## config.mk

```make
export PLATFORM = sky130hd
export DESIGN_NAME = triangle_tess_pattern_gen
export DESIGN_NICKNAME = d
export VERILOG_FILES = /design/src/rtl/ttpg_pkg.sv /design/src/rtl/ttpg_front.sv /design/src/rtl/ttpg_queue.sv /design/src/rtl/ttpg_back.sv /design/src/rtl/triangle_tess_pattern_gen.sv
export VERILOG_INCLUDE_DIRS = /design/src /design/src/rtl
export SDC_FILE = /design/constraint.sdc
export NUM_CORES = 1
export LEC_CHECK = 0
export BUFFER_PORTS_ARGS = -buffer_cell sky130_fd_sc_hd__buf_2
export CAP_MARGIN = 20
export CORE_ASPECT_RATIO = 0.75
export CORE_MARGIN = 3
export CORE_UTILIZATION = 30
export CTS_CLUSTER_DIAMETER = 50
export CTS_CLUSTER_SIZE = 8
export DETAILED_ROUTE_END_ITERATION = 8
export HOLD_SLACK_MARGIN = 0.12
export PLACE_DENSITY = 0.44
export SLEW_MARGIN = 10
export SYNTH_ARGS = -nofsm -noshare
export SYNTH_HDL_FRONTEND = slang
export SYNTH_SLANG_ARGS = --single-unit
export TNS_END_PERCENT = 10
```

## constraint.sdc

```tcl
create_clock -name clk -period 7.7 [get_ports clk]
set_input_delay 1.54 -clock clk [delete_from_list [all_inputs] [get_ports clk]]
set_output_delay 1.54 -clock clk [all_outputs]
set_load 0.02 [all_outputs]
```

## src/rtl/triangle_tess_pattern_gen_assert.svh

```systemverilog
// Assertion macros for the tessellation pattern generator back end.
// Each macro expects clk and rst_n in scope.
`ifndef TRIANGLE_TESS_PATTERN_GEN_ASSERT_SVH
`define TRIANGLE_TESS_PATTERN_GEN_ASSERT_SVH

// Same-cycle implication, checked outside reset
`define TTPG_ASSERT_NOW(label, ante, cons) \
    label: assert property (@(posedge clk) disable iff (!rst_n) (ante) |-> (cons)) \
        else $error("ttpg assertion failed");

// Next-cycle implication, checked outside reset
`define TTPG_ASSERT_NEXT(label, ante, cons) \
    label: assert property (@(posedge clk) disable iff (!rst_n) (ante) |=> (cons)) \
        else $error("ttpg assertion failed");

`endif

```

## src/rtl/ttpg_pkg.sv

```systemverilog
package ttpg_pkg;

    localparam int MAX_LEVEL       = 32;
    localparam int COORD_FRAC_BITS = 16;
    localparam int ROW_W           = 6;
    localparam int LEVEL_W         = 6;
    localparam int IDX_W           = 10;
    localparam int COORD_W         = COORD_FRAC_BITS + 1;
    localparam int REM_W           = 5;
    localparam int CNT_W           = 7;
    localparam int COORD_ONE       = 1 << COORD_FRAC_BITS;
    localparam logic [LEVEL_W-1:0] RESET_LEVEL = LEVEL_W'(5);

    // Per-level step of one coordinate unit: 2^F / N as quotient and remainder
    typedef struct packed {
        logic [LEVEL_W-1:0] n;
        logic [COORD_W-1:0] q0;
        logic [REM_W-1:0]   r0;
    } coef_t;

    // Exact fixed point value kept as quotient plus remainder
    typedef struct packed {
        logic [COORD_W-1:0] q;
        logic [REM_W-1:0]   rem;
    } acc_t;

    // One classified row request handed from front to back
    typedef struct packed {
        logic [ROW_W-1:0] row;
        logic             err;
        logic [IDX_W-1:0] cur;
        acc_t             u;
    } job_t;

    // Entry 0 stands for a level of one
    localparam logic [COORD_W-1:0] RECIP_Q [0:MAX_LEVEL] = '{
        COORD_W'(COORD_ONE / 1),  COORD_W'(COORD_ONE / 1),  COORD_W'(COORD_ONE / 2),
        COORD_W'(COORD_ONE / 3),  COORD_W'(COORD_ONE / 4),  COORD_W'(COORD_ONE / 5),
        COORD_W'(COORD_ONE / 6),  COORD_W'(COORD_ONE / 7),  COORD_W'(COORD_ONE / 8),
        COORD_W'(COORD_ONE / 9),  COORD_W'(COORD_ONE / 10), COORD_W'(COORD_ONE / 11),
        COORD_W'(COORD_ONE / 12), COORD_W'(COORD_ONE / 13), COORD_W'(COORD_ONE / 14),
        COORD_W'(COORD_ONE / 15), COORD_W'(COORD_ONE / 16), COORD_W'(COORD_ONE / 17),
        COORD_W'(COORD_ONE / 18), COORD_W'(COORD_ONE / 19), COORD_W'(COORD_ONE / 20),
        COORD_W'(COORD_ONE / 21), COORD_W'(COORD_ONE / 22), COORD_W'(COORD_ONE / 23),
        COORD_W'(COORD_ONE / 24), COORD_W'(COORD_ONE / 25), COORD_W'(COORD_ONE / 26),
        COORD_W'(COORD_ONE / 27), COORD_W'(COORD_ONE / 28), COORD_W'(COORD_ONE / 29),
        COORD_W'(COORD_ONE / 30), COORD_W'(COORD_ONE / 31), COORD_W'(COORD_ONE / 32)
    };

    localparam logic [REM_W-1:0] RECIP_R [0:MAX_LEVEL] = '{
        REM_W'(COORD_ONE % 1),  REM_W'(COORD_ONE % 1),  REM_W'(COORD_ONE % 2),
        REM_W'(COORD_ONE % 3),  REM_W'(COORD_ONE % 4),  REM_W'(COORD_ONE % 5),
        REM_W'(COORD_ONE % 6),  REM_W'(COORD_ONE % 7),  REM_W'(COORD_ONE % 8),
        REM_W'(COORD_ONE % 9),  REM_W'(COORD_ONE % 10), REM_W'(COORD_ONE % 11),
        REM_W'(COORD_ONE % 12), REM_W'(COORD_ONE % 13), REM_W'(COORD_ONE % 14),
        REM_W'(COORD_ONE % 15), REM_W'(COORD_ONE % 16), REM_W'(COORD_ONE % 17),
        REM_W'(COORD_ONE % 18), REM_W'(COORD_ONE % 19), REM_W'(COORD_ONE % 20),
        REM_W'(COORD_ONE % 21), REM_W'(COORD_ONE % 22), REM_W'(COORD_ONE % 23),
        REM_W'(COORD_ONE % 24), REM_W'(COORD_ONE % 25), REM_W'(COORD_ONE % 26),
        REM_W'(COORD_ONE % 27), REM_W'(COORD_ONE % 28), REM_W'(COORD_ONE % 29),
        REM_W'(COORD_ONE % 30), REM_W'(COORD_ONE % 31), REM_W'(COORD_ONE % 32)
    };

    // Add one unit 2^F/N to an exact quotient/remainder pair
    function automatic acc_t acc_up(acc_t a, coef_t c);
        logic [LEVEL_W-1:0] sum;
        acc_t               res;
        sum = {1'b0, a.rem} + {1'b0, c.r0};
        if (sum >= c.n)
        begin
            res.rem = REM_W'(sum - c.n);
            res.q   = a.q + c.q0 + COORD_W'(1);
        end
        else
        begin
            res.rem = REM_W'(sum);
            res.q   = a.q + c.q0;
        end
        return res;
    endfunction

    // Take one unit 2^F/N off an exact quotient/remainder pair
    function automatic acc_t acc_down(acc_t a, coef_t c);
        logic [LEVEL_W-1:0] diff;
        acc_t               res;
        diff = {1'b0, a.rem} + c.n - {1'b0, c.r0};
        if (a.rem >= c.r0)
        begin
            res.rem = a.rem - c.r0;
            res.q   = a.q - c.q0;
        end
        else
        begin
            res.rem = REM_W'(diff);
            res.q   = a.q - c.q0 - COORD_W'(1);
        end
        return res;
    endfunction

endpackage

```

## src/rtl/ttpg_front.sv

```systemverilog
module ttpg_front (
    input  logic                      clk,
    input  logic                      rst_n,
    input  logic                      in_valid,
    output logic                      in_stall,
    input  logic [ttpg_pkg::ROW_W-1:0] row,
    input  ttpg_pkg::coef_t           coef,
    output logic                      push,
    output ttpg_pkg::job_t            push_data,
    input  logic                      full
);
    import ttpg_pkg::*;

    typedef enum logic {
        F_IDLE,
        F_RUN
    } fstate_t;

    fstate_t          state_reg, state_next;
    logic [ROW_W-1:0] row_reg, row_next;
    logic             err_reg, err_next;
    logic [ROW_W-1:0] cnt_reg, cnt_next;
    acc_t             acc_reg, acc_next;
    logic [11:0]      tri_num;

    assign in_stall = (state_reg != F_IDLE);

    // Start index of the row: r(r+1)/2
    assign tri_num = 12'(row_reg) * 12'({1'b0, row_reg} + 7'd1);

    assign push_data.row = row_reg;
    assign push_data.err = err_reg;
    assign push_data.cur = IDX_W'(tri_num >> 1);
    assign push_data.u   = acc_reg;

    // Classify the row, then walk u up to r/N one unit per cycle unless it is out of range
    always_comb
    begin
        state_next = state_reg;
        row_next   = row_reg;
        err_next   = err_reg;
        cnt_next   = cnt_reg;
        acc_next   = acc_reg;
        push       = 1'b0;
        case (state_reg)
            F_IDLE:
            begin
                if (in_valid)
                begin
                    row_next   = row;
                    err_next   = (row > coef.n);
                    cnt_next   = row;
                    acc_next   = '0;
                    state_next = F_RUN;
                end
            end
            F_RUN:
            begin
                if (err_reg || (cnt_reg == '0))
                begin
                    if (!full)
                    begin
                        push       = 1'b1;
                        state_next = F_IDLE;
                    end
                end
                else
                begin
                    acc_next = acc_up(acc_reg, coef);
                    cnt_next = cnt_reg - ROW_W'(1);
                end
            end
            default:
            begin
                state_next = F_IDLE;
            end
        endcase
    end

    always_ff @(posedge clk or negedge rst_n)
    begin
        if (!rst_n)
        begin
            state_reg <= F_IDLE;
            row_reg   <= '0;
            err_reg   <= 1'b0;
            cnt_reg   <= '0;
            acc_reg   <= '0;
        end
        else
        begin
            state_reg <= state_next;
            row_reg   <= row_next;
            err_reg   <= err_next;
            cnt_reg   <= cnt_next;
            acc_reg   <= acc_next;
        end
    end

endmodule

```

## src/rtl/ttpg_queue.sv

```systemverilog
module ttpg_queue (
    input  logic           clk,
    input  logic           rst_n,
    input  logic           push,
    input  ttpg_pkg::job_t push_data,
    output logic           full,
    input  logic           pop,
    output ttpg_pkg::job_t pop_data,
    output logic           empty
);
    import ttpg_pkg::*;

    job_t       mem_reg [0:1];
    logic       wr_ptr_reg, wr_ptr_next;
    logic       rd_ptr_reg, rd_ptr_next;
    logic [1:0] fill_reg, fill_next;
    logic       do_push, do_pop;

    assign full     = (fill_reg == 2'd2);
    assign empty    = (fill_reg == 2'd0);
    assign do_push  = push && !full;
    assign do_pop   = pop && !empty;
    assign pop_data = mem_reg[rd_ptr_reg];

    // Advance pointers and fill count
    always_comb
    begin
        wr_ptr_next = wr_ptr_reg ^ do_push;
        rd_ptr_next = rd_ptr_reg ^ do_pop;
        fill_next   = fill_reg + 2'(do_push) - 2'(do_pop);
    end

    always_ff @(posedge clk or negedge rst_n)
    begin
        if (!rst_n)
        begin
            wr_ptr_reg <= 1'b0;
            rd_ptr_reg <= 1'b0;
            fill_reg   <= 2'd0;
        end
        else
        begin
            wr_ptr_reg <= wr_ptr_next;
            rd_ptr_reg <= rd_ptr_next;
            fill_reg   <= fill_next;
        end
    end

    // Store entries
    always_ff @(posedge clk)
    begin
        if (do_push)
        begin
            mem_reg[wr_ptr_reg] <= push_data;
        end
    end

endmodule

```

## src/rtl/ttpg_back.sv

```systemverilog
module ttpg_back (
    input  logic                        clk,
    input  logic                        rst_n,
    input  ttpg_pkg::coef_t             coef,
    input  logic                        empty,
    input  ttpg_pkg::job_t              pop_data,
    output logic                        pop,
    output logic                        out_valid,
    input  logic                        out_stall,
    output logic                        tri_valid,
    output logic [ttpg_pkg::IDX_W-1:0]  tri_first,
    output logic [ttpg_pkg::IDX_W-1:0]  tri_second,
    output logic [ttpg_pkg::IDX_W-1:0]  tri_third,
    output logic                        vert_valid,
    output logic [ttpg_pkg::IDX_W-1:0]  vert_index,
    output logic [ttpg_pkg::COORD_W-1:0] coord_u,
    output logic [ttpg_pkg::COORD_W-1:0] coord_v,
    output logic                        row_error,
    output logic                        last
);
    import ttpg_pkg::*;

    typedef enum logic {
        B_IDLE,
        B_RUN
    } bstate_t;

    bstate_t          state_reg, state_next;
    logic [ROW_W-1:0] row_reg, row_next;
    logic             err_reg, err_next;
    logic [IDX_W-1:0] cur_reg, cur_next;
    logic [ROW_W-1:0] k_reg, k_next;
    acc_t             u_reg, u_next;
    acc_t             v_reg, v_next;

    logic                out_valid_reg, out_valid_next;
    logic                tri_valid_reg, tri_valid_next;
    logic [IDX_W-1:0]    tri_first_reg, tri_first_next;
    logic [IDX_W-1:0]    tri_second_reg, tri_second_next;
    logic [IDX_W-1:0]    tri_third_reg, tri_third_next;
    logic                vert_valid_reg, vert_valid_next;
    logic [IDX_W-1:0]    vert_index_reg, vert_index_next;
    logic [COORD_W-1:0]  coord_u_reg, coord_u_next;
    logic [COORD_W-1:0]  coord_v_reg, coord_v_next;
    logic                row_error_reg, row_error_next;
    logic                last_reg, last_next;

    logic [CNT_W-1:0] ntris, nverts, count_m1;
    logic [IDX_W-1:0] prev, jx;
    logic             is_tri, is_vert, is_last, out_free;

    // Result counts of the current row
    assign ntris    = (row_reg != '0) ? (CNT_W'({row_reg, 1'b0}) - CNT_W'(1)) : '0;
    assign nverts   = CNT_W'(row_reg) + CNT_W'(1);
    assign count_m1 = ((nverts > ntris) ? nverts : ntris) - CNT_W'(1);
    assign prev     = cur_reg - IDX_W'(row_reg);
    assign jx       = IDX_W'(k_reg >> 1);
    assign is_tri   = (CNT_W'(k_reg) < ntris);
    assign is_vert  = (k_reg <= row_reg);
    assign is_last  = err_reg || (CNT_W'(k_reg) == count_m1);
    assign out_free = !out_valid_reg || !out_stall;

    // Sequence one result per free output slot
    always_comb
    begin
        state_next      = state_reg;
        row_next        = row_reg;
        err_next        = err_reg;
        cur_next        = cur_reg;
        k_next          = k_reg;
        u_next          = u_reg;
        v_next          = v_reg;
        pop             = 1'b0;
        out_valid_next  = out_valid_reg && out_stall;
        tri_valid_next  = tri_valid_reg;
        tri_first_next  = tri_first_reg;
        tri_second_next = tri_second_reg;
        tri_third_next  = tri_third_reg;
        vert_valid_next = vert_valid_reg;
        vert_index_next = vert_index_reg;
        coord_u_next    = coord_u_reg;
        coord_v_next    = coord_v_reg;
        row_error_next  = row_error_reg;
        last_next       = last_reg;
        case (state_reg)
            B_IDLE:
            begin
                if (!empty)
                begin
                    pop        = 1'b1;
                    row_next   = pop_data.row;
                    err_next   = pop_data.err;
                    cur_next   = pop_data.cur;
                    u_next     = pop_data.u;
                    v_next     = '0;
                    k_next     = '0;
                    state_next = B_RUN;
                end
            end
            B_RUN:
            begin
                if (out_free)
                begin
                    out_valid_next  = 1'b1;
                    row_error_next  = err_reg;
                    last_next       = is_last;
                    tri_valid_next  = 1'b0;
                    tri_first_next  = '0;
                    tri_second_next = '0;
                    tri_third_next  = '0;
                    vert_valid_next = 1'b0;
                    vert_index_next = '0;
                    coord_u_next    = '0;
                    coord_v_next    = '0;
                    if (!err_reg && is_tri)
                    begin
                        tri_valid_next = 1'b1;
                        tri_first_next = prev + jx;
                        if (!k_reg[0])
                        begin
                            tri_second_next = cur_reg + jx;
                            tri_third_next  = cur_reg + jx + IDX_W'(1);
                        end
                        else
                        begin
                            tri_second_next = cur_reg + jx + IDX_W'(1);
                            tri_third_next  = prev + jx + IDX_W'(1);
                        end
                    end
                    if (!err_reg && is_vert)
                    begin
                        vert_valid_next = 1'b1;
                        vert_index_next = cur_reg + IDX_W'(k_reg);
                        coord_u_next    = u_reg.q;
                        coord_v_next    = v_reg.q;
                    end
                    // Step the coordinates only while vertices remain
                    if (k_reg < row_reg)
                    begin
                        u_next = acc_down(u_reg, coef);
                        v_next = acc_up(v_reg, coef);
                    end
                    k_next = k_reg + ROW_W'(1);
                    if (is_last)
                    begin
                        state_next = B_IDLE;
                    end
                end
            end
            default:
            begin
                state_next = B_IDLE;
            end
        endcase
    end

    always_ff @(posedge clk or negedge rst_n)
    begin
        if (!rst_n)
        begin
            state_reg      <= B_IDLE;
            row_reg        <= '0;
            err_reg        <= 1'b0;
            cur_reg        <= '0;
            k_reg          <= '0;
            u_reg          <= '0;
            v_reg          <= '0;
            out_valid_reg  <= 1'b0;
            tri_valid_reg  <= 1'b0;
            tri_first_reg  <= '0;
            tri_second_reg <= '0;
            tri_third_reg  <= '0;
            vert_valid_reg <= 1'b0;
            vert_index_reg <= '0;
            coord_u_reg    <= '0;
            coord_v_reg    <= '0;
            row_error_reg  <= 1'b0;
            last_reg       <= 1'b0;
        end
        else
        begin
            state_reg      <= state_next;
            row_reg        <= row_next;
            err_reg        <= err_next;
            cur_reg        <= cur_next;
            k_reg          <= k_next;
            u_reg          <= u_next;
            v_reg          <= v_next;
            out_valid_reg  <= out_valid_next;
            tri_valid_reg  <= tri_valid_next;
            tri_first_reg  <= tri_first_next;
            tri_second_reg <= tri_second_next;
            tri_third_reg  <= tri_third_next;
            vert_valid_reg <= vert_valid_next;
            vert_index_reg <= vert_index_next;
            coord_u_reg    <= coord_u_next;
            coord_v_reg    <= coord_v_next;
            row_error_reg  <= row_error_next;
            last_reg       <= last_next;
        end
    end

    assign out_valid  = out_valid_reg;
    assign tri_valid  = tri_valid_reg;
    assign tri_first  = tri_first_reg;
    assign tri_second = tri_second_reg;
    assign tri_third  = tri_third_reg;
    assign vert_valid = vert_valid_reg;
    assign vert_index = vert_index_reg;
    assign coord_u    = coord_u_reg;
    assign coord_v    = coord_v_reg;
    assign row_error  = row_error_reg;
    assign last       = last_reg;

    `include "triangle_tess_pattern_gen_assert.svh"

    `TTPG_ASSERT_NOW(a_err_single, out_valid_reg && row_error_reg, last_reg && !tri_valid_reg && !vert_valid_reg)
    `TTPG_ASSERT_NOW(a_result_kind, out_valid_reg, tri_valid_reg || vert_valid_reg || row_error_reg)
    `TTPG_ASSERT_NOW(a_k_in_range, state_reg == B_RUN && !err_reg, CNT_W'(k_reg) <= count_m1)
    `TTPG_ASSERT_NEXT(a_pop_starts, pop, state_reg == B_RUN && k_reg == '0)

endmodule

```

## src/rtl/triangle_tess_pattern_gen.sv

```systemverilog
// Uniform triangle tessellation pattern generator. Write the subdivision level N on
// cfg_wr_data with cfg_wr_en (reset 5; 0 is used as 1, above 32 as 32), then send row
// numbers r. Each row gives max(r+1, 2r-1) result beats, one per cycle while out_stall
// is low: beat k carries vertex k (index r(r+1)/2+k, u=(r-k)/N, v=k/N in Q1.16,
// truncated) and triangle k into the previous row, each with its own valid flag, and
// last marks the row's final beat. A row above N gives one beat with row_error set.
// The output sequencer sets the rate: it loads the next request from the two-entry
// queue only after the last beat of the current row. The front end takes a row, steps
// the u coordinate up to r/N (skipped for a row above N) and hands the row over once
// the queue has room, holding in_stall high until then. It is never slower than the
// sequencer for the same row, so it only adds latency ahead of the first beat and runs
// ahead while the sequencer drains earlier rows.
module triangle_tess_pattern_gen (
    input  logic                         clk,
    input  logic                         rst_n,
    input  logic                         cfg_wr_en,
    input  logic [ttpg_pkg::LEVEL_W-1:0] cfg_wr_data,
    input  logic                         in_valid,
    output logic                         in_stall,
    input  logic [ttpg_pkg::ROW_W-1:0]   row,
    output logic                         out_valid,
    input  logic                         out_stall,
    output logic                         tri_valid,
    output logic [ttpg_pkg::IDX_W-1:0]   tri_first,
    output logic [ttpg_pkg::IDX_W-1:0]   tri_second,
    output logic [ttpg_pkg::IDX_W-1:0]   tri_third,
    output logic                         vert_valid,
    output logic [ttpg_pkg::IDX_W-1:0]   vert_index,
    output logic [ttpg_pkg::COORD_W-1:0] coord_u,
    output logic [ttpg_pkg::COORD_W-1:0] coord_v,
    output logic                         row_error,
    output logic                         last
);
    import ttpg_pkg::*;

    logic [LEVEL_W-1:0] level_reg, level_next;
    logic [LEVEL_W-1:0] eff_level;
    coef_t              coef;
    logic               push, full, pop, empty;
    job_t               push_data, pop_data;

    // Hold the level register
    always_comb
    begin
        level_next = cfg_wr_en ? cfg_wr_data : level_reg;
    end

    always_ff @(posedge clk or negedge rst_n)
    begin
        if (!rst_n)
        begin
            level_reg <= RESET_LEVEL;
        end
        else
        begin
            level_reg <= level_next;
        end
    end

    // Saturate the level and look up its per-unit step
    always_comb
    begin
        if (level_reg == '0)
        begin
            eff_level = LEVEL_W'(1);
        end
        else if (level_reg > LEVEL_W'(MAX_LEVEL))
        begin
            eff_level = LEVEL_W'(MAX_LEVEL);
        end
        else
        begin
            eff_level = level_reg;
        end
        coef.n  = eff_level;
        coef.q0 = RECIP_Q[eff_level];
        coef.r0 = RECIP_R[eff_level];
    end

    ttpg_front u_front (
        .clk       (clk),
        .rst_n     (rst_n),
        .in_valid  (in_valid),
        .in_stall  (in_stall),
        .row       (row),
        .coef      (coef),
        .push      (push),
        .push_data (push_data),
        .full      (full)
    );

    ttpg_queue u_queue (
        .clk       (clk),
        .rst_n     (rst_n),
        .push      (push),
        .push_data (push_data),
        .full      (full),
        .pop       (pop),
        .pop_data  (pop_data),
        .empty     (empty)
    );

    ttpg_back u_back (
        .clk        (clk),
        .rst_n      (rst_n),
        .coef       (coef),
        .empty      (empty),
        .pop_data   (pop_data),
        .pop        (pop),
        .out_valid  (out_valid),
        .out_stall  (out_stall),
        .tri_valid  (tri_valid),
        .tri_first  (tri_first),
        .tri_second (tri_second),
        .tri_third  (tri_third),
        .vert_valid (vert_valid),
        .vert_index (vert_index),
        .coord_u    (coord_u),
        .coord_v    (coord_v),
        .row_error  (row_error),
        .last       (last)
    );

endmodule
```

---- Word-level counts from Yosys, hierarchy flattened ----
Memories as Yosys holds them, arrays and structs flattened.
Cells that the tools add are included.
storage, ports and cells
  register bits ........................... 193
  memory bits (writable) .................. 78
  memory bits (read-only) ................. 1,408
  bits of input ports ..................... 17
  memories kept ........................... 3
cells by class
  add/sub/neg operators ................... 27
  $mul .................................... 1
  $lt $le $gt $ge ......................... 10
  eq/ne operators ......................... 7
  mux-type cells .......................... 54
  bitwise logic cells ..................... 6
  reduce and logical (&&, ||, !) cells .... 23
memories
  memory           words  bits a word  read ports  clocked after memory_dff  wr ports  RTL line                         text
  (no name shown)  64     17           1           0                         0         triangle_tess_pattern_gen.sv:76  coef.q0 = RECIP_Q[eff_level];
  (no name shown)  64     5            1           0                         0         triangle_tess_pattern_gen.sv:77  coef.r0 = RECIP_R[eff_level];
  u_queue.mem_reg  2      39           1           0                         1         ttpg_queue.sv:13                 job_t mem_reg [0:1];
operators with widths
  operator                                            count
  2-to-1 mux 22 bit                                   11
  one-hot mux 22 bit (2 select lines)                 3
  2-to-1 mux 17 bit                                   4
  2-to-1 mux 10 bit                                   6
  2-to-1 mux 6 bit                                    6
  adder 17 x 1 -> 17 bit, second input constant       2
  adder 17 bit                                        2
  one-hot mux 6 bit (2 select lines)                  2
  adder 10 x 1 -> 10 bit, second input constant       2
  adder 10 x 5 -> 10 bit                              2
  subtractor 5 bit                                    4
  subtractor 17 x 1 -> 17 bit, second input constant  1
  subtractor 17 bit                                   1
  2-to-1 mux 1 bit                                    16
  adder 6 x 1 -> 7 bit, second input constant         2
  2-to-1 mux 7 bit                                    2
  subtractor 7 x 1 -> 7 bit, second input constant    2
  adder 5 x 5 -> 6 bit                                2
  greater-or-equal comparator 6 bit                   2
  zero test 6 bit                                     2
  multiplier 6 x 12 -> 11 bit                         1
  adder 10 x 6 -> 10 bit                              1
  2-to-1 mux 5 bit                                    2
  inequality test 2 bit, second input constant        5
  27 further kinds                                    45

---- Logic depth before layout (Yosys ltp) ----
  depth in word-level cells ............... 13
  depth in mapped cells ................... 27
  mapped depth without buffers ............ 25

---- Hierarchy ----
Synthesis repeated with hierarchy kept, for this count alone.
unflattened totals
  cell total of the unflattened synthesis .. 2,178
  area total of the unflattened synthesis .. 20,263.2 sq um
modules (own cells, without submodules)
  module                     instances  cells each  area each (sq um)  sequential area each (sq um)
  ttpg_back                  1          1,314       11,477.3           3,678.5
  ttpg_front                 1          551         4,578.1            900.9
  ttpg_queue                 1          141         3,045.4            2,442.3
  triangle_tess_pattern_gen  1          172         1,162.4            152.6

---- Worst setup path before layout ----
Ideal clock, no wire load.
  path type ............................... register to register
  start ................................... register level_reg[5]
  end ..................................... register u_front.acc_reg (netlist bit u_front.push_data[21])
  setup time .............................. 130 ps
  arrival time ............................ 5,225 ps
  data required time ...................... 7,570 ps
  slack ................................... 2,346 ps
  stages on the path, launching flop included .. 26
  path buffers ............................ 2
  path through ............................ dfrtp_1 clkbuf_1 clkinv_1 nand2_1 inv_1 ha_1 clkbuf_1 a21oi_1 nand2_1 a21oi_1 nor2_1 ha_1 fa_1 a21o_1 a21oi_1 xnor2_1 ha_1 and3_1 a31oi_1 a21boi_0 o211a_1 nor4b_2 nand2_1 a2111oi_4 xnor2_1 o21ai_1
between the ends
  cells in the longest elaborated chain, start to end .. 12
ends and longest elaborated chain
  item                                                                                       RTL line                                                          text
  start: declaration                                                                         triangle_tess_pattern_gen.sv:36                                   logic [LEVEL_W-1:0] level_reg, level_next;
  start signal: assignment                                                                   triangle_tess_pattern_gen.sv:56                                   level_reg <= level_next;
  > comparator 6 bit                                                                         triangle_tess_pattern_gen.sv:67                                   else if (level_reg > LEVEL_W'(MAX_LEVEL))
  2-to-1 mux 6 bit                                                                           triangle_tess_pattern_gen.sv:67
  2-to-1 mux 6 bit *                                                                         triangle_tess_pattern_gen.sv:63                                   if (level_reg == '0)
  NOT 6 -> 7 bit (implied by the code)                                                       triangle_tess_pattern_gen.sv:76, triangle_tess_pattern_gen.sv:77
  memory read (64 x 17 bit) or memory read (64 x 5 bit) (tied branches)                      -
  2-to-1 mux 17 bit (implied by the code) or 2-to-1 mux 5 bit (tied branches) (2 in series)  triangle_tess_pattern_gen.sv:76, triangle_tess_pattern_gen.sv:77
  adder 17 bit or adder 5 x 5 -> 6 bit (tied branches)                                       ttpg_pkg.sv:72, ttpg_pkg.sv:77, ttpg_pkg.sv:68
  adder 17 x 1 -> 17 bit or greater-or-equal comparator 6 bit (tied branches)                ttpg_pkg.sv:72, ttpg_pkg.sv:69
  2-to-1 mux 22 bit *                                                                        ttpg_pkg.sv:69                                                    if (sum >= c.n)
  2-to-1 mux 22 bit *                                                                        ttpg_front.sv:59                                                  if (err_reg || (cnt_reg == '0))
  one-hot mux 22 bit (2 select lines) *                                                      ttpg_front.sv:45                                                  case (state_reg)
  end signal: assignment                                                                     ttpg_front.sv:96                                                  acc_reg <= acc_next;
  end: declaration                                                                           ttpg_front.sv:23                                                  acc_t acc_reg, acc_next;
Every way passes the cells marked *; elsewhere a longest branch is shown, timed or not. The select of a mux whose other input is x is not followed.
A chain may end at the register's enable or synchronous reset.

---- Final worst setup path ----
  start ................................... register level_reg[5]
  end ..................................... register u_back.v_reg[21] (netlist name)
between the ends
  cells in the longest elaborated chain, start to end .. 13
ends and longest elaborated chain
  item                                                                                       RTL line                                                          text
  > comparator 6 bit                                                                         triangle_tess_pattern_gen.sv:67
  2-to-1 mux 6 bit                                                                           triangle_tess_pattern_gen.sv:67
  2-to-1 mux 6 bit *                                                                         triangle_tess_pattern_gen.sv:63
  NOT 6 -> 7 bit (implied by the code)                                                       triangle_tess_pattern_gen.sv:76, triangle_tess_pattern_gen.sv:77
  memory read (64 x 17 bit) or memory read (64 x 5 bit) (tied branches)                      -
  2-to-1 mux 17 bit (implied by the code) or 2-to-1 mux 5 bit (tied branches) (2 in series)  triangle_tess_pattern_gen.sv:76, triangle_tess_pattern_gen.sv:77
  adder 17 bit or adder 5 x 5 -> 6 bit (tied branches)                                       ttpg_pkg.sv:72, ttpg_pkg.sv:77, ttpg_pkg.sv:68
  adder 17 x 1 -> 17 bit or greater-or-equal comparator 6 bit (tied branches)                ttpg_pkg.sv:72, ttpg_pkg.sv:69
  2-to-1 mux 22 bit *                                                                        ttpg_pkg.sv:69
  2-to-1 mux 22 bit *                                                                        ttpg_back.sv:138                                                  if (k_reg < row_reg)
  2-to-1 mux 22 bit *                                                                        ttpg_back.sv:102                                                  if (out_free)
  one-hot mux 22 bit (2 select lines) *                                                      ttpg_back.sv:85                                                   case (state_reg)
  end signal: assignment                                                                     ttpg_back.sv:188                                                  v_reg <= v_next;
  end: declaration                                                                           ttpg_back.sv:34                                                   acc_t v_reg, v_next;
Marks and branches as above.

==> qor.yml <==
status:
  run_status: "finished clean"
timing:
  final.setup.tns_ps: 0
  max_freq_mhz: 157
  final-setup-viol-count: 0
  hold_viol: 0
  max-slew-margin-rel: 0.258
  share_of_the_clock_period_used_by_the_worst_path: 0.827
  final.min_clock_period_ps: 6370
  max_slew.worst_pin.slew_ps: 1090
  final-max-slew-violation-count: 0
  final.setup_skew_ps: 44.9
  rsz0062_at_grt: "no"
logic_synthesis:
  synth.net_count: 2293
  asyncSetResetFlopFracSynth: 0.712
  synthesis.area_um2: 19800
  synth.yosys.seq_area_share: 0.362
  synth_cell_types: 103
  yosys_most_used_dff: "sky130_fd_sc_hd__dfrtp_1"
  synth_enable_flop_cells: 78
  synth_cells: 2066
  ys_ff_latch: 271
  synth_area_per_cell_um2: 9.59
  yosys_warnings: 0
route:
  final_antenna_net_count: 0
  violation_count_after_the_first_detailed_routing_iteration: 922
  num_vias: 15600
  drt_wl_total_um: 58100
  drt-vias-per-instance: 5.14
  detail_route.wl_per_cell_um: 19.1
  post-route-drc-count: 0
  firstDrtPassIters: 5
layout:
  drive_above_1_share: 0.115
  largest_register_ffs: 78
  final_cell_area_um2: 22700
  area.sequential_um2: 7180
  areaGrowthSynthToFinish_pct: 14.6
  multi_input_area_um2: 11800
  antenna-diode-count: 0
  fin_nets: 2376
  fill_cell_instance_count_of_the_final_layout: 6595
clock_tree:
  clock_transition_at_the_registers_of_the_reported_paths_ps: 50
  cts_setup_buffers: 0
  ctsHtreeMaxLevel: 2
  cts_num_sinks: 271
  post_cts_resized: 0
  tritoncts: "built"
  cts_buffers: 47
  holdBufCountCts: 0
  worstSkewPairLatency_ps: 580
  cts_buffer_depth: 3
  cts.root.buffer_cell: "sky130_fd_sc_hd__clkbuf_16"
floorplan:
  die_w_um: 303
  core_area_um2: 64500
  placementRows: 80
  start_util: 0.307
  die_h_um: 229
  floorplan.io_pins: 97
  die_area_um2: 69200
placement:
  place_congestion: 0.850
  hpwl_um: 43400
  port_bufs: 96
  postPlaceCellArea_um2: 21200
critical_path:
  critPathMaxStageDelay_ps: 570
  cpLargestDelayFamily: "simple AND/OR/NAND/NOR gates"
  critical_path.n_buffers_inverters: 3
  cp-startpoint: "level_reg[5]"
  worstPathCellList: "clkinv_1 > nand2_1 > inv_1 > ha_1 > a21oi_1 > nand2_1 > a21oi_1 > nor2_1 > ha_1 > fa_1 > inv_1 > fa_1 > a21bo_2 > a21o_1 > a21oi_1 > o21ai_1 > nand4_1 > nor4_4 > and3_2 > o31ai_1 > a21bo_1"
  worstReg2RegStart: "level_reg[5]"
  endpoint_kind: "flop"
  critPathRequiredTime_ps: 8170
  path_common_cell: "sky130_fd_sc_hd__a21oi_1"
  cp-start-kind: "flop"
  crit_fanout: 12
  critical-path-slowest-cell: "sky130_fd_sc_hd__dfrtp_1"
  reg2reg_slack_ps: 1330
  path_class: "reg -> reg"
  worst_ep_arrival_time_ps: 6840
grt:
  grt_start_max_net_pins: 117
  track_usage: 0.167
  grt_pass1_wl_um: 91000
  first_global_vias: 15200
  antenna_violations_before_repair: 1
  grt_overflow: 0
flow_run:
  max_cap_violations: 0
min_path:
  hp-class: "reg -> reg"
  worstHoldStart: "u_back.vert_valid"
cells by family after synthesis:
| logic type | count (synthesis) | synth area share |
|---|---|---|
| and+or+nand+nor | 564 | 0.142 |
| buffers and inverters | 233 | 0.0460 |
| adders and majority gates | 210 | 0.147 |
| DFF | 271 | 0.362 |
| AOI/OAI and AO/OA | 554 | 0.194 |
| muxes | 69 | 0.0359 |
| xor gates and xnor gates | 165 | 0.0730 |
layout make-up:
class,count,area share
clock buffer,68,0.0585
inverter,150,0.0248
timing repair buffer,117,0.0291
tap,861,0.0474
sequential,271,0.316
clock inverter,13,0.00656
multi-input combinational,1562,0.518
layout by cell type (no fill, tap or decap), types with 38 or more instances in the layout:
cell type,count
sky130_fd_sc_hd__dfrtp_1,190
sky130_fd_sc_hd__ha_1,170
sky130_fd_sc_hd__nand2_1,163
sky130_fd_sc_hd__inv_1,144
sky130_fd_sc_hd__o21ai_0,140
sky130_fd_sc_hd__xnor2_1,111
sky130_fd_sc_hd__a21oi_1,109
sky130_fd_sc_hd__nor2_1,99
sky130_fd_sc_hd__buf_2,95
sky130_fd_sc_hd__nand3_1,84
sky130_fd_sc_hd__edfxtp_1,78
sky130_fd_sc_hd__a22o_1,58
sky130_fd_sc_hd__xor2_1,54
sky130_fd_sc_hd__mux2i_1,53
sky130_fd_sc_hd__clkbuf_16,49
sky130_fd_sc_hd__a21o_1,42
sky130_fd_sc_hd__nor2b_1,40
sky130_fd_sc_hd__fa_1,38
Yosys cell counts (all sizes together) (16+ instances only):
cell type  count  area [um^2]
edfxtp        78         2340
xor2          54          473
a21oi        109          546
nor2         100          375
mux2i         53          531
dfrtp        191         4780
nand2b        23          144
fa            38          761
nand4         19          131
ha           172         2150
a21o          45          342
clkbuf        68          267
o21ai        150          751
nor3          37          185
nand3         84          420
o21a          23          174
nor2b         40          250
xnor2        111          972
inv          144          541
a211oi        32          255
a22o          58          508
nand2        166          628
mux2          16          180
and3          24          151
final timing paths:
kind	to	cells after the start
max reg2reg	u_back.v_reg[21]	21
min in group asynchronous	u_back.coord_v[11]	1
min reg2reg	u_back.vert_valid	1
min	u_back.vert_valid	1
max	u_back.v_reg[21]	21
max in group asynchronous	u_back.coord_u[0]	2
metal layers:
layer	share of wire	wire length [um]	vias up	track usage
met5	0.00012	7	-	0
met4	0.018	1030	2	0.0361
met3	0.054	3160	64	0.0336
met2	0.39	22400	322	0.225
met1	0.54	31400	7572	0.269
li1	-	-	7663	-
worst register-to-register path, cell delays in order (launching register included):
cell and delay (ps):
sky130_fd_sc_hd__dfrtp_1 570, sky130_fd_sc_hd__clkinv_1 150, sky130_fd_sc_hd__nand2_1 480, sky130_fd_sc_hd__inv_1 350
sky130_fd_sc_hd__ha_1 430, sky130_fd_sc_hd__a21oi_1 220, sky130_fd_sc_hd__nand2_1 140, sky130_fd_sc_hd__a21oi_1 230
sky130_fd_sc_hd__nor2_1 150, sky130_fd_sc_hd__ha_1 240, sky130_fd_sc_hd__fa_1 530, sky130_fd_sc_hd__inv_1 70
sky130_fd_sc_hd__fa_1 440, sky130_fd_sc_hd__a21bo_2 210, sky130_fd_sc_hd__a21o_1 110, sky130_fd_sc_hd__a21oi_1 60
sky130_fd_sc_hd__o21ai_1 550, sky130_fd_sc_hd__nand4_1 510, sky130_fd_sc_hd__nor4_4 340, sky130_fd_sc_hd__and3_2 250
sky130_fd_sc_hd__o31ai_1 60, sky130_fd_sc_hd__a21bo_1 200
through the flow:
step,hold slack (ps),instances,setup WS (ps),utilization
global placement,454,2961,1240,0.329
global route,483,3042,801,0.352
finish,471,3042,1330,0.352
CTS,474,3042,1330,0.352
detailed placement,463,2961,1380,0.329
floorplan,462,2066,2350,-
Power is not shown: default switching activity piles up to over one toggle a cycle in this logic, so the estimate is an artifact.
